<file path="config.mk">
export PLATFORM = sky130hd
export DESIGN_NAME = scaled_moving_average_threshold_top_flat
export DESIGN_NICKNAME = d
export VERILOG_FILES = /design/src/rtl/core/smat_pkg.sv /design/src/rtl/core/smat_if.sv /design/src/rtl/core/scaled_moving_average_threshold_top.sv /design/src/flat_wrapper.sv
export VERILOG_INCLUDE_DIRS = /design/src /design/src/rtl/core
export SDC_FILE = /design/constraint.sdc
export NUM_CORES = 2
export LEC_CHECK = 0
export BUFFER_PORTS_ARGS = -buffer_cell sky130_fd_sc_hd__buf_2
export CORE_MARGIN = 1.5
export CORE_UTILIZATION = 40
export CTS_BUF_LIST = sky130_fd_sc_hd__clkbuf_8
export DETAILED_ROUTE_END_ITERATION = 6
export SYNTH_ARGS = -nofsm -noshare
export SYNTH_HDL_FRONTEND = slang
export SYNTH_SLANG_ARGS = --single-unit
</file>
<file path="constraint.sdc">
create_clock -name clock -period 8.6 [get_ports clock]
set_input_delay 0.86 -clock clock [delete_from_list [all_inputs] [get_ports clock]]
set_output_delay 0.86 -clock clock [all_outputs]
set_load 0.03 [all_outputs]
</file>
<file path="src/rtl/core/scaled_moving_average_threshold_top_defines.svh">
// Assertion helpers used by the top-level RTL file of the block.
// Every use expects signals named clock and reset in the enclosing module.
`ifndef SCALED_MOVING_AVERAGE_THRESHOLD_TOP_DEFINES_SVH
`define SCALED_MOVING_AVERAGE_THRESHOLD_TOP_DEFINES_SVH

`ifndef SYNTHESIS

// same-cycle implication
`define SMAT_ASSERT_IMPL(label, ante, cons) \
   label: assert property (@(posedge clock) disable iff (reset) (ante) |-> (cons)) \
      else $error("smat: same-cycle check failed");

// next-cycle implication
`define SMAT_ASSERT_NEXT(label, ante, cons) \
   label: assert property (@(posedge clock) disable iff (reset) (ante) |=> (cons)) \
      else $error("smat: next-cycle check failed");

`else

`define SMAT_ASSERT_IMPL(label, ante, cons)

`define SMAT_ASSERT_NEXT(label, ante, cons)

`endif

`endif

</file>
<file path="src/rtl/core/smat_pkg.sv">
`timescale 1ns / 1ps
`default_nettype none

package smat_pkg;

   localparam int SAMPLE_W   = 16;
   localparam int AVG_W      = 16;
   localparam int GAIN_W     = 17;
   localparam int SHIFT_W    = 6;
   localparam int CSR_DATA_W = 17;
   localparam int CSR_IDX_W  = 3;

   localparam logic [GAIN_W-1:0]  GAIN_RESET  = 17'h10000;
   localparam logic [SHIFT_W-1:0] SHIFT_RESET = 6'd16;

   typedef enum logic [CSR_IDX_W-1:0] {
      CSR_GAIN,
      CSR_GAIN_SHIFT,
      CSR_BIAS,
      CSR_LOW_THRESHOLD,
      CSR_HIGH_THRESHOLD,
      CSR_LOW_ENABLE,
      CSR_HIGH_ENABLE
   } csr_index_type;

endpackage

`default_nettype wire

</file>
<file path="src/rtl/core/smat_if.sv">
`timescale 1ns / 1ps
`default_nettype none

interface smat_req_if;
   logic                          valid;
   logic                          ready;
   logic [smat_pkg::SAMPLE_W-1:0] sample;

   modport source (output valid, output sample, input ready);
   modport sink   (input valid, input sample, output ready);
endinterface

interface smat_rsp_if;
   logic                              valid;
   logic                              ready;
   logic signed [smat_pkg::AVG_W-1:0] average;
   logic                              fell_below;
   logic                              rose_above;

   modport source (output valid, output average, output fell_below, output rose_above,
                   input ready);
   modport sink   (input valid, input average, input fell_below, input rose_above,
                   output ready);
endinterface

`default_nettype wire

</file>
<file path="src/rtl/core/scaled_moving_average_threshold_top.sv">
`timescale 1ns / 1ps
`default_nettype none

// Scaled moving average with threshold crossing flags. Each sample word is
// scaled by gain, shifted right by gain_shift, offset by bias and saturated to
// int16, then written over the oldest entry of a WINDOW-deep ring held in a
// synchronous RAM; the result word carries the ring average (sum / WINDOW,
// truncated toward zero) and the low/high crossing flags. One word is taken
// per clock while no result is stalled; the rate rests on the running-sum
// update and the read-modify-write of the ring RAM, with a bypass when the
// word two places back wrote the entry being read. A stalled result holds
// the whole pipeline. Ring entries read as zero until first written;
// per-entry valid bits clear on reset, so no clearing pass is needed.

`include "scaled_moving_average_threshold_top_defines.svh"

module scaled_moving_average_threshold_top #(
   parameter int WINDOW = 10
) (
   input  wire logic                              clock,
   input  wire logic                              reset,
   smat_req_if.sink                               req,
   smat_rsp_if.source                             rsp,
   input  wire logic                              csr_wr_en,
   input  wire logic [smat_pkg::CSR_IDX_W-1:0]    csr_index,
   input  wire logic [smat_pkg::CSR_DATA_W-1:0]   csr_wdata
);

   localparam int SLOT_W = (WINDOW > 1) ? $clog2(WINDOW) : 1;
   localparam int SUM_W  = 16 + $clog2(WINDOW);
   localparam int PROD_W = smat_pkg::SAMPLE_W + smat_pkg::GAIN_W;
   localparam int BIAS_W = PROD_W + 2;

   localparam logic [SLOT_W-1:0]       SLOT_LAST = SLOT_W'(WINDOW - 1);
   localparam logic [SUM_W-1:0]        WIN_SUM   = SUM_W'(WINDOW);
   localparam logic [SUM_W-1:0]        WIN_TWICE = SUM_W'(2 * WINDOW);
   // floor(2^SUM_W / WINDOW): quotient estimate is low by at most one
   localparam logic [SUM_W-1:0]        RECIP     = SUM_W'((64'd1 << SUM_W) / WINDOW);
   localparam logic signed [SUM_W-1:0] SUM_MAX   = SUM_W'(WINDOW * 32767);
   localparam logic signed [SUM_W-1:0] SUM_MIN   = SUM_W'(-(WINDOW * 32768));

   // configuration registers
   logic [smat_pkg::GAIN_W-1:0]  gain_ff;
   logic [smat_pkg::SHIFT_W-1:0] shift_ff;
   logic signed [15:0]           bias_ff;
   logic signed [15:0]           low_thr_ff;
   logic signed [15:0]           high_thr_ff;
   logic                         low_en_ff;
   logic                         high_en_ff;

   always_ff @(posedge clock) begin
      if (reset) begin
         gain_ff     <= smat_pkg::GAIN_RESET;
         shift_ff    <= smat_pkg::SHIFT_RESET;
         bias_ff     <= '0;
         low_thr_ff  <= '0;
         high_thr_ff <= '0;
         low_en_ff   <= 1'b0;
         high_en_ff  <= 1'b0;
      end else if (csr_wr_en) begin
         case (csr_index)
            smat_pkg::CSR_GAIN:           gain_ff     <= csr_wdata[smat_pkg::GAIN_W-1:0];
            smat_pkg::CSR_GAIN_SHIFT:     shift_ff    <= csr_wdata[smat_pkg::SHIFT_W-1:0];
            smat_pkg::CSR_BIAS:           bias_ff     <= $signed(csr_wdata[15:0]);
            smat_pkg::CSR_LOW_THRESHOLD:  low_thr_ff  <= $signed(csr_wdata[15:0]);
            smat_pkg::CSR_HIGH_THRESHOLD: high_thr_ff <= $signed(csr_wdata[15:0]);
            smat_pkg::CSR_LOW_ENABLE:     low_en_ff   <= csr_wdata[0];
            smat_pkg::CSR_HIGH_ENABLE:    high_en_ff  <= csr_wdata[0];
            default: ;
         endcase
      end
   end

   // whole pipeline moves together; it stops only when a result word is stuck
   logic adv;
   logic rsp_valid_ff;

   assign adv       = !rsp_valid_ff || rsp.ready;
   assign req.ready = adv;

   logic [SLOT_W-1:0] slot_ff;
   logic [SLOT_W-1:0] slot_in;

   assign slot_in = (slot_ff == SLOT_LAST) ? '0 : slot_ff + 1'b1;

   // ring RAM and its entry-valid bits
   logic signed [15:0] ring_mem [WINDOW];
   logic signed [15:0] rd_data_ff;
   logic [WINDOW-1:0]  valid_ff;

   // stage 1: product registered, ring entry read
   logic                v1_ff;
   logic [PROD_W-1:0]   prod1_ff;
   logic [SLOT_W-1:0]   slot1_ff;
   logic                vbit1_ff;
   logic                byp1_ff;
   logic signed [15:0]  byp_data1_ff;

   // stage 2: conditioned value and evicted entry
   logic                v2_ff;
   logic signed [15:0]  cond2_ff;
   logic signed [15:0]  old2_ff;
   logic [SLOT_W-1:0]   slot2_ff;

   // stage 3: running sum
   logic                    v3_ff;
   logic signed [SUM_W-1:0] sum_ff;
   logic signed [SUM_W-1:0] sum_in;

   // stage 4: magnitude times reciprocal
   logic                 v4_ff;
   logic                 neg4_ff;
   logic [SUM_W-1:0]     mag4_ff;
   logic [2*SUM_W-1:0]   qp4_ff;

   // stage 5: quotient estimate and its back-product
   logic                 v5_ff;
   logic                 neg5_ff;
   logic [SUM_W-1:0]     mag5_ff;
   logic [15:0]          q0_5_ff;
   logic [SUM_W-1:0]     pw5_ff;

   logic signed [15:0]   rsp_avg_ff;
   logic                 rsp_fell_ff;
   logic                 rsp_rose_ff;
   logic signed [15:0]   last_avg_ff;

   // conditioning: shift, bias, saturate
   logic [PROD_W-1:0]        shifted_w;
   logic signed [BIAS_W-1:0] biased_w;
   logic signed [15:0]       cond_w;

   always_comb begin
      shifted_w = prod1_ff >> shift_ff;
      biased_w  = $signed({2'b00, shifted_w}) +
                  $signed({{(BIAS_W-16){bias_ff[15]}}, bias_ff});
      if (biased_w > $signed(BIAS_W'(32767))) begin
         cond_w = 16'sh7fff;
      end else if (biased_w < $signed(-BIAS_W'(32768))) begin
         cond_w = 16'sh8000;
      end else begin
         cond_w = biased_w[15:0];
      end
   end

   assign sum_in = sum_ff + {{(SUM_W-16){cond2_ff[15]}}, cond2_ff}
                          - {{(SUM_W-16){old2_ff[15]}}, old2_ff};

   logic [SUM_W-1:0] mag_w;
   logic [15:0]      q0_w;
   logic [SUM_W-1:0] rem_w;
   logic [15:0]      q_w;
   logic signed [15:0] avg_w;

   always_comb begin
      mag_w = sum_ff[SUM_W-1] ? SUM_W'(-sum_ff) : SUM_W'(sum_ff);
      q0_w  = qp4_ff[SUM_W +: 16];
      rem_w = mag5_ff - pw5_ff;
      q_w   = q0_5_ff + 16'((rem_w >= WIN_SUM) ? 1 : 0);
      avg_w = neg5_ff ? -$signed(q_w) : $signed(q_w);
   end

   always_ff @(posedge clock) begin
      if (adv) begin
         rd_data_ff <= ring_mem[slot_ff];
         if (v2_ff) begin
            ring_mem[slot2_ff] <= cond2_ff;
         end
      end
   end

   // control state
   always_ff @(posedge clock) begin
      if (reset) begin
         slot_ff      <= '0;
         valid_ff     <= '0;
         sum_ff       <= '0;
         last_avg_ff  <= '0;
         v1_ff        <= 1'b0;
         v2_ff        <= 1'b0;
         v3_ff        <= 1'b0;
         v4_ff        <= 1'b0;
         v5_ff        <= 1'b0;
         rsp_valid_ff <= 1'b0;
      end else if (adv) begin
         v1_ff        <= req.valid;
         v2_ff        <= v1_ff;
         v3_ff        <= v2_ff;
         v4_ff        <= v3_ff;
         v5_ff        <= v4_ff;
         rsp_valid_ff <= v5_ff;
         if (req.valid) begin
            slot_ff <= slot_in;
         end
         if (v2_ff) begin
            sum_ff             <= sum_in;
            valid_ff[slot2_ff] <= 1'b1;
         end
         if (v5_ff) begin
            last_avg_ff <= avg_w;
         end
      end
   end

   // datapath
   always_ff @(posedge clock) begin
      if (adv) begin
         prod1_ff     <= PROD_W'(req.sample) * PROD_W'(gain_ff);
         slot1_ff     <= slot_ff;
         vbit1_ff     <= valid_ff[slot_ff];
         // entry being written this edge is read stale from the RAM
         byp1_ff      <= v2_ff && (slot2_ff == slot_ff);
         byp_data1_ff <= cond2_ff;

         cond2_ff <= cond_w;
         slot2_ff <= slot1_ff;
         if (byp1_ff) begin
            old2_ff <= byp_data1_ff;
         end else if (vbit1_ff) begin
            old2_ff <= rd_data_ff;
         end else begin
            old2_ff <= '0;
         end

         neg4_ff <= sum_ff[SUM_W-1];
         mag4_ff <= mag_w;
         qp4_ff  <= (2*SUM_W)'(mag_w) * (2*SUM_W)'(RECIP);

         neg5_ff <= neg4_ff;
         mag5_ff <= mag4_ff;
         q0_5_ff <= q0_w;
         pw5_ff  <= SUM_W'(q0_w) * WIN_SUM;

         rsp_avg_ff  <= avg_w;
         rsp_fell_ff <= low_en_ff && (avg_w < low_thr_ff) && (last_avg_ff >= low_thr_ff);
         rsp_rose_ff <= high_en_ff && (avg_w > high_thr_ff) && (last_avg_ff <= high_thr_ff);
      end
   end

   assign rsp.valid      = rsp_valid_ff;
   assign rsp.average    = rsp_avg_ff;
   assign rsp.fell_below = rsp_fell_ff;
   assign rsp.rose_above = rsp_rose_ff;

   `SMAT_ASSERT_IMPL(sum_in_range_a, 1'b1, (sum_ff <= SUM_MAX) && (sum_ff >= SUM_MIN))
   `SMAT_ASSERT_IMPL(slot_in_range_a, 1'b1, slot_ff <= SLOT_LAST)
   `SMAT_ASSERT_IMPL(stall_blocks_input_a, rsp.valid && !rsp.ready, !req.ready)
   `SMAT_ASSERT_IMPL(recip_error_a, v5_ff, (mag5_ff >= pw5_ff) && (rem_w < WIN_TWICE))
   `SMAT_ASSERT_NEXT(ring_entry_valid_a, adv && v2_ff, valid_ff[$past(slot2_ff)])

endmodule

`default_nettype wire
</file>
<file path="src/flat_wrapper.sv">
// flat-port wrapper written by rule: the top's interface ports become plain ports
module scaled_moving_average_threshold_top_flat 
#(
   parameter int WINDOW = 10
)
  (clock, reset, csr_wr_en, csr_index, csr_wdata, req_valid, req_sample, req_ready, rsp_valid, rsp_average, rsp_fell_below, rsp_rose_above, rsp_ready);
  smat_req_if req_i ();
  smat_rsp_if rsp_i ();
  input  wire logic clock;
  input  wire logic reset;
  input  wire logic csr_wr_en;
  input  wire logic [smat_pkg::CSR_IDX_W-1:0] csr_index;
  input  wire logic [smat_pkg::CSR_DATA_W-1:0] csr_wdata;
  input wire logic [$bits(req_i.valid)-1:0] req_valid;
  input wire logic [$bits(req_i.sample)-1:0] req_sample;
  output wire logic [$bits(req_i.ready)-1:0] req_ready;
  output wire logic [$bits(rsp_i.valid)-1:0] rsp_valid;
  output wire logic [$bits(rsp_i.average)-1:0] rsp_average;
  output wire logic [$bits(rsp_i.fell_below)-1:0] rsp_fell_below;
  output wire logic [$bits(rsp_i.rose_above)-1:0] rsp_rose_above;
  input wire logic [$bits(rsp_i.ready)-1:0] rsp_ready;
  assign req_i.valid = req_valid;
  assign req_i.sample = req_sample;
  assign req_ready = req_i.ready;
  assign rsp_valid = rsp_i.valid;
  assign rsp_average = rsp_i.average;
  assign rsp_fell_below = rsp_i.fell_below;
  assign rsp_rose_above = rsp_i.rose_above;
  assign rsp_i.ready = rsp_ready;
  scaled_moving_average_threshold_top #(.WINDOW(WINDOW)) u_core (.clock(clock), .reset(reset), .req(req_i), .rsp(rsp_i), .csr_wr_en(csr_wr_en), .csr_index(csr_index), .csr_wdata(csr_wdata));
endmodule
</file>
# [After elaboration in Yosys (flattened, before gate mapping)]
# Memory sizes are Yosys's and may differ from the RTL's. A register that Yosys moved wholly into a read port is not among the register bits.
# Cells that the tools add are included.
[classes] multipliers=3 add_sub_neg=8 n_lt_le_gt_ge=10 n_shift=1 bitwise=1 eq_ne=8 n_reduce_logical=19 mux=14
[op_table] operator="2-to-1 mux 16 bit" n=4
[op_table] operator="subtractor 20 bit" n=2
[op_table] operator="multiplier 20 x 17 -> 36 bit (second input constant)" n=1
[op_table] operator="adder 34 x 16 -> 35 bit" n=1
[op_table] operator="greater-than comparator 35 x 16 -> 1 bit (second input constant)" n=1
[op_table] operator="less-than comparator 35 x 16 -> 1 bit (second input constant)" n=1
[op_table] operator="multiplier 16 x 17 -> 33 bit" n=1
[op_table] operator="right shift 33 x 6 -> 33 bit" n=1
[op_table] operator="adder 20 bit" n=1
[op_table] operator=">= comparator 20 x 4 -> 1 bit (second input constant)" n=1
[op_table] operator="2-to-1 mux 20 bit" n=1
[op_table] operator="negation 20 bit" n=1
[op_table] operator="AND reduction 2 bit" n=10
[op_table] operator="multiplier 16 x 3 -> 19 bit (second input constant)" n=1
[op_table] operator="adder 16 bit" n=1
[op_table] operator=">= comparator 16 bit" n=1
[op_table] operator="greater-than comparator 16 bit" n=1
[op_table] operator="less-or-equal comparator 16 bit" n=1
[op_table] operator="less-than comparator 16 bit" n=1
[op_table] operator="negation 16 bit" n=1
[op_table] operator="less-than comparator 4 x 5 -> 1 bit (second input constant)" n=2
[op_table] operator="OR 10 bit" n=1
[op_table] operator="== test 3 bit (second input constant)" n=3
[op_table] operator="== test 3 x 2 -> 1 bit (second input constant)" n=2
[op_table] operator="13 further kinds" n=23
[totals] regBits=351 in_bits=41 n_memories=1 mem_bits_rw=160 output_inout_bits=20 word_cells=100
[memory_table] name="u_core.ring_mem" depth=10 width=16 read_ports=1 rd_ports_with_merged_regs=1 wr=1 line="scaled_moving_average_threshold_top.sv:87" rtl="logic signed [15:0] ring_mem [WINDOW];"

# [Logic depth before layout (Yosys ltp)]
[logic_depth] depth_word=9 ltp_mapped=35 mapped_depth_nobuf=35

# [Least setup slack after synthesis]
# OpenSTA, ideal clock, no wires.
[synth_timing] path_type="in2out" startpoint="input port rsp_ready" endpoint="output port req_ready" setup_slack_ps=363 cell_stages=4 t_arrival_ps=7377 required_ps=7740 cell_sequence="nor2b_1 > clkbuf_1 > clkinv_1 > clkbuf_1"
[synth_between] elab_chain_cells=1
[synth_lines] item="start, declared" line="flat_wrapper.sv:21" rtl="input wire logic [$bits(rsp_i.ready)-1:0] rsp_ready;"
[synth_lines] item="logical OR 1 bit" line="scaled_moving_average_threshold_top.sv:78" rtl="assign adv = !rsp_valid_ff || rsp.ready;"
[synth_lines] item="end, declared" line="flat_wrapper.sv:16" rtl="output wire logic [$bits(req_i.ready)-1:0] req_ready;"
# Every way passes these cells.

# [Worst setup path after layout]
[layout_timing] startpoint="register u_core.sum_ff[0]" endpoint="register u_core.qp4_ff[32] (data pin)"
[layout_between] elab_chain_cells=3
[layout_lines] item="start, declared" line="scaled_moving_average_threshold_top.sv:107" rtl="logic signed [SUM_W-1:0] sum_ff;"
[layout_lines] item="start signal, assigned" line="scaled_moving_average_threshold_top.sv:196" rtl="sum_ff <= sum_in;"
[layout_lines] item="negation 20 bit" line="scaled_moving_average_threshold_top.sv:156" rtl="mag_w = sum_ff[SUM_W-1] ? SUM_W'(-sum_ff) : SUM_W'(sum_ff);"
[layout_lines] item="2-to-1 mux 20 bit" line="scaled_moving_average_threshold_top.sv:156"
[layout_lines] item="net u_core.mag_w[6]" line="scaled_moving_average_threshold_top.sv:149" rtl="logic [SUM_W-1:0] mag_w;"
[layout_lines] item="multiplier 20 x 17 -> 36 bit" line="scaled_moving_average_threshold_top.sv:227" rtl="qp4_ff <= (2*SUM_W)'(mag_w) * (2*SUM_W)'(RECIP);"
[layout_lines] item="end signal, assigned" line="scaled_moving_average_threshold_top.sv:227"
[layout_lines] item="end, declared" line="scaled_moving_average_threshold_top.sv:114" rtl="logic [2*SUM_W-1:0] qp4_ff;"
# The timed path passes the listed nets, and every way through them passes these cells.
# A chain may end at the register's enable or synchronous reset.

==> run_results.csv <==
group,metric,value,unit
global_route,grtUsageTotal,0.195,
sta,slew_viol_final,0,
sta,hold_violations,0,
cells_and_area,drive_gt1_frac,0.0863,
clocking,cts_setup_buffers,0,
clocking,cts_tree,"built",
sta,tightest_slew,1180,ps
sta,period_share,0.912,
floorplanning,rows,116,
clocking,path_clk_slew,60,ps
logic_synthesis,synth_nets,4646,
power,power_density,275,nW/um^2
logic_synthesis,syn_avg_cell_area,10.5,sq um
sta,tns,0,ps
detailed_routing,vias_per_cell,5.22,
power,ir_drop,0.000226,V
detailed_routing,post_drt_wl_per_cell,18.5,um
power,swShare,0.412,
global_route,grt_first_pass_wirelength,157,mm
worst_setup_path,r2r_slack,760,ps
sta,setup_violations,0,
sta,fmax,0.128,GHz
power,p_int,7.11,mW
run,cap_violations,0,
global_route,grt_overflow,0,
logic_synthesis,synth_cell_types,85,
power,combPwrFrac,0.524,
logic_synthesis,syn_inst,3855,
logic_synthesis,async_reset_ff_frac,0,
detailed_routing,vias,27600,
worst_setup_path,startpoint_type,"flop",
worst_setup_path,r2r_start,"u_core.sum_ff[0]",
worst_setup_path,endpoint_kind,"flop",
worst_setup_path,slowest_delay,550,ps
floorplanning,die_y,321,um
worst_setup_path,worstPathMaxFanout,8,
worst_setup_path,cp_data_arrival_time,8290,ps
placement,place_area,42100,sq um
clocking,clock_latency,740,ps
placement,port_buffers,60,
floorplanning,io_pins,61,
floorplanning,initial_utilization,0.403,
detailed_routing,drtIter0Drc,1731,
floorplanning,core,100000,sq um
floorplanning,die_area,103000,sq um
placement,place_hpwl,73.4,mm
sta,slew_headroom,0.212,
detailed_routing,remaining_drc_errors,0,
sta,period_needed,7840,ps
cells_and_area,final_util,0.439,
cells_and_area,final_cell_mix,"inv_1, nand2_1, ha_1",
min_path,hold_path_class,"flop to flop",
power,fin_total_pwr,12.1,mW
worst_setup_path,crit_type,"flop to flop",
floorplanning,die_width,321,um
placement,gp_congestion,0.899,
logic_synthesis,ys.flop_type,"edfxtp_1",
cells_and_area,final_common_cell,"inv_1",
worst_setup_path,r2r-end,"u_core.qp4_ff[32]",
detailed_routing,postRouteAntennaNets,0,
status,outcome,"finished, final reports clean",
worst_setup_path,cp-startpoint,"u_core.sum_ff[0]",
sta,rsz0062_at_grt,"false",
global_route,grt_max_degree,79,
clocking,clockRootBuffer,"clkbuf_8",
global_route,grt_pass1_vias,28500,
logic_synthesis,yosys_warnings,0,
sta,whs,417,ps
clocking,clock_sinks,503,
logic_synthesis,synth_edf_count,374,
cells_and_area,area_growth,8.89,%
detailed_routing,drt_first_pass_iters,6,
power,p_seq_frac,0.290,
worst_setup_path,cpMaxStageDelayCell,"fa_1",
worst_setup_path,crit_required,9050,ps
clocking,numCtsBuffers,88,
logic_synthesis,syn_area,40300,sq um
detailed_routing,routed_wl,97.9,mm
worst_setup_path,reg2regPathDepth,27,
clocking,cts_buffer_depth,3,
worst_setup_path,cp-endpoint,"u_core.qp4_ff[32]",
logic_synthesis,synth_seq_cells,503,
clocking,holdBufCountCts,0,
cells_and_area,final_cell_area,43900,sq um
global_route,grt_antenna_before_repair,12,
clocking,htree_num_levels,3,
power,power_frac_clock,0.186,
sta,finClkSkew,58.6,ps
logic_synthesis,ys_seq_area_frac,0.342,
clocking,ctsResizeCount,0,
cells_and_area,layout.nets,4706,
power,power.switching,4.98,mW
power,power.leakage,19.6,nW
-- cell families after synthesis --
family,Yosys count,share of synthesized area
and+or+nand+nor,1009,0.116
adders and majority gates,750,0.296
buffers and inverters,684,0.0641
AOI/OAI and AO/OA,627,0.0988
DFF,503,0.342
xor gates and xnor gates,163,0.0354
muxes,119,0.0480
-- worst min-delay path by stage --
stage	start	endpoint	slack, ps	cells after the start
floorplan	u_core.mag4_ff[10]	u_core.mag5_ff[10]	400	0
CTS	csr_wdata[16]	u_core.gain_ff[16]	370	3
global placement	u_core.slot1_ff[2]	u_core.slot2_ff[2]	400	0
detailed placement	u_core.mag4_ff[9]	u_core.mag5_ff[9]	400	0
finish	u_core.mag4_ff[9]	u_core.mag5_ff[9]	420	0
global route	csr_wdata[16]	u_core.gain_ff[16]	410	3
-- routing by layer --
metal	global-route usage	share of wire
met1	0.255	0.44
met2	0.329	0.48
met3	0.0324	0.053
met4	0.0609	0.023
met5	0	0.00051
-- stage by stage --
stage | worst slack (ps) | instances
3_5_place_dp | 762 | 5123
3_3_place_gp | 769 | 5123
2_1_floorplan | 363 | 3855
4_1_cts | 696 | 5286
5_1_grt | 206 | 5288
6_report | 759 | 5289
-- synthesized netlist by cell type (6+ instances only) --
master	n	share of area
or3_1	13	0.0020
dfxtp_1	129	0.064
xnor2_1	109	0.024
ha_1	412	0.13
edfxtp_1	374	0.28
xor2_1	54	0.012
and3_1	19	0.0029
nand2_1	462	0.043
o21a_1	17	0.0032
inv_1	543	0.051
mux2i_1	46	0.011
a22o_1	16	0.0035
buf_1	15	0.0014
and2_1	110	0.017
nand3b_1	7	0.0013
nor3_1	29	0.0036
clkbuf_1	119	0.011
o21ai_2	10	0.0022
o21bai_1	24	0.0045
nand4_1	21	0.0033
a21oi_1	247	0.031
nand3_1	67	0.0083
fa_1	338	0.17
mux2_2	15	0.0042
o211ai_1	7	0.0013
nand2b_1	29	0.0045
a21o_1	64	0.012
a31oi_1	14	0.0022
o21ai_0	96	0.012
mux4_2	58	0.032
nor4_1	7	0.0011
nor2_1	171	0.016
o41ai_1	6	0.0013
nor2b_1	50	0.0078
o31ai_1	20	0.0037
a211oi_1	42	0.0078
-- power groups by stage --
stage               clock network, mW  logic [mW]  registers, mW
CTS                              2.32        6.42           3.51
global route                     2.41        7.28           3.55
detailed placement                  0        6.35           3.56
floorplan                           0        4.83           3.45
finish                           2.25        6.34           3.50
global placement                    0        6.31           3.56
-- registers in the layout, summed over array words and instances, names as in the netlist, 17 cells and up --
signal / cells
u_core.ring_mem: 160
u_core.mag4_ff: 19
u_core.pw5_ff: 17
u_core.sum_ff: 20
u_core.gain_ff: 17
u_core.prod1_ff: 33
u_core.mag5_ff: 19
-- area by class of cell --
cell class                 instances  area [sq um]
clock inverter                    67           468
tap                             1298          1620
fill                            9513         56100
sequential                       503         13800
inverter                         546          2060
timing repair buffer             108           663
multi-input combinational       2668         24000
antenna                            3          7.51
clock buffer                      96          1320
-- critical path, delay by kind of cell, from the launching register on --
family | cells | cell delay [ps]
compound gates | 7 | 1760
xor+xnor | 2 | 620
fa+ha+maj | 8 | 3590
buf+inv | 5 | 300
flops | 1 | 500
simple gates | 5 | 790
Note: power is estimated with default switching activity, not from simulation.
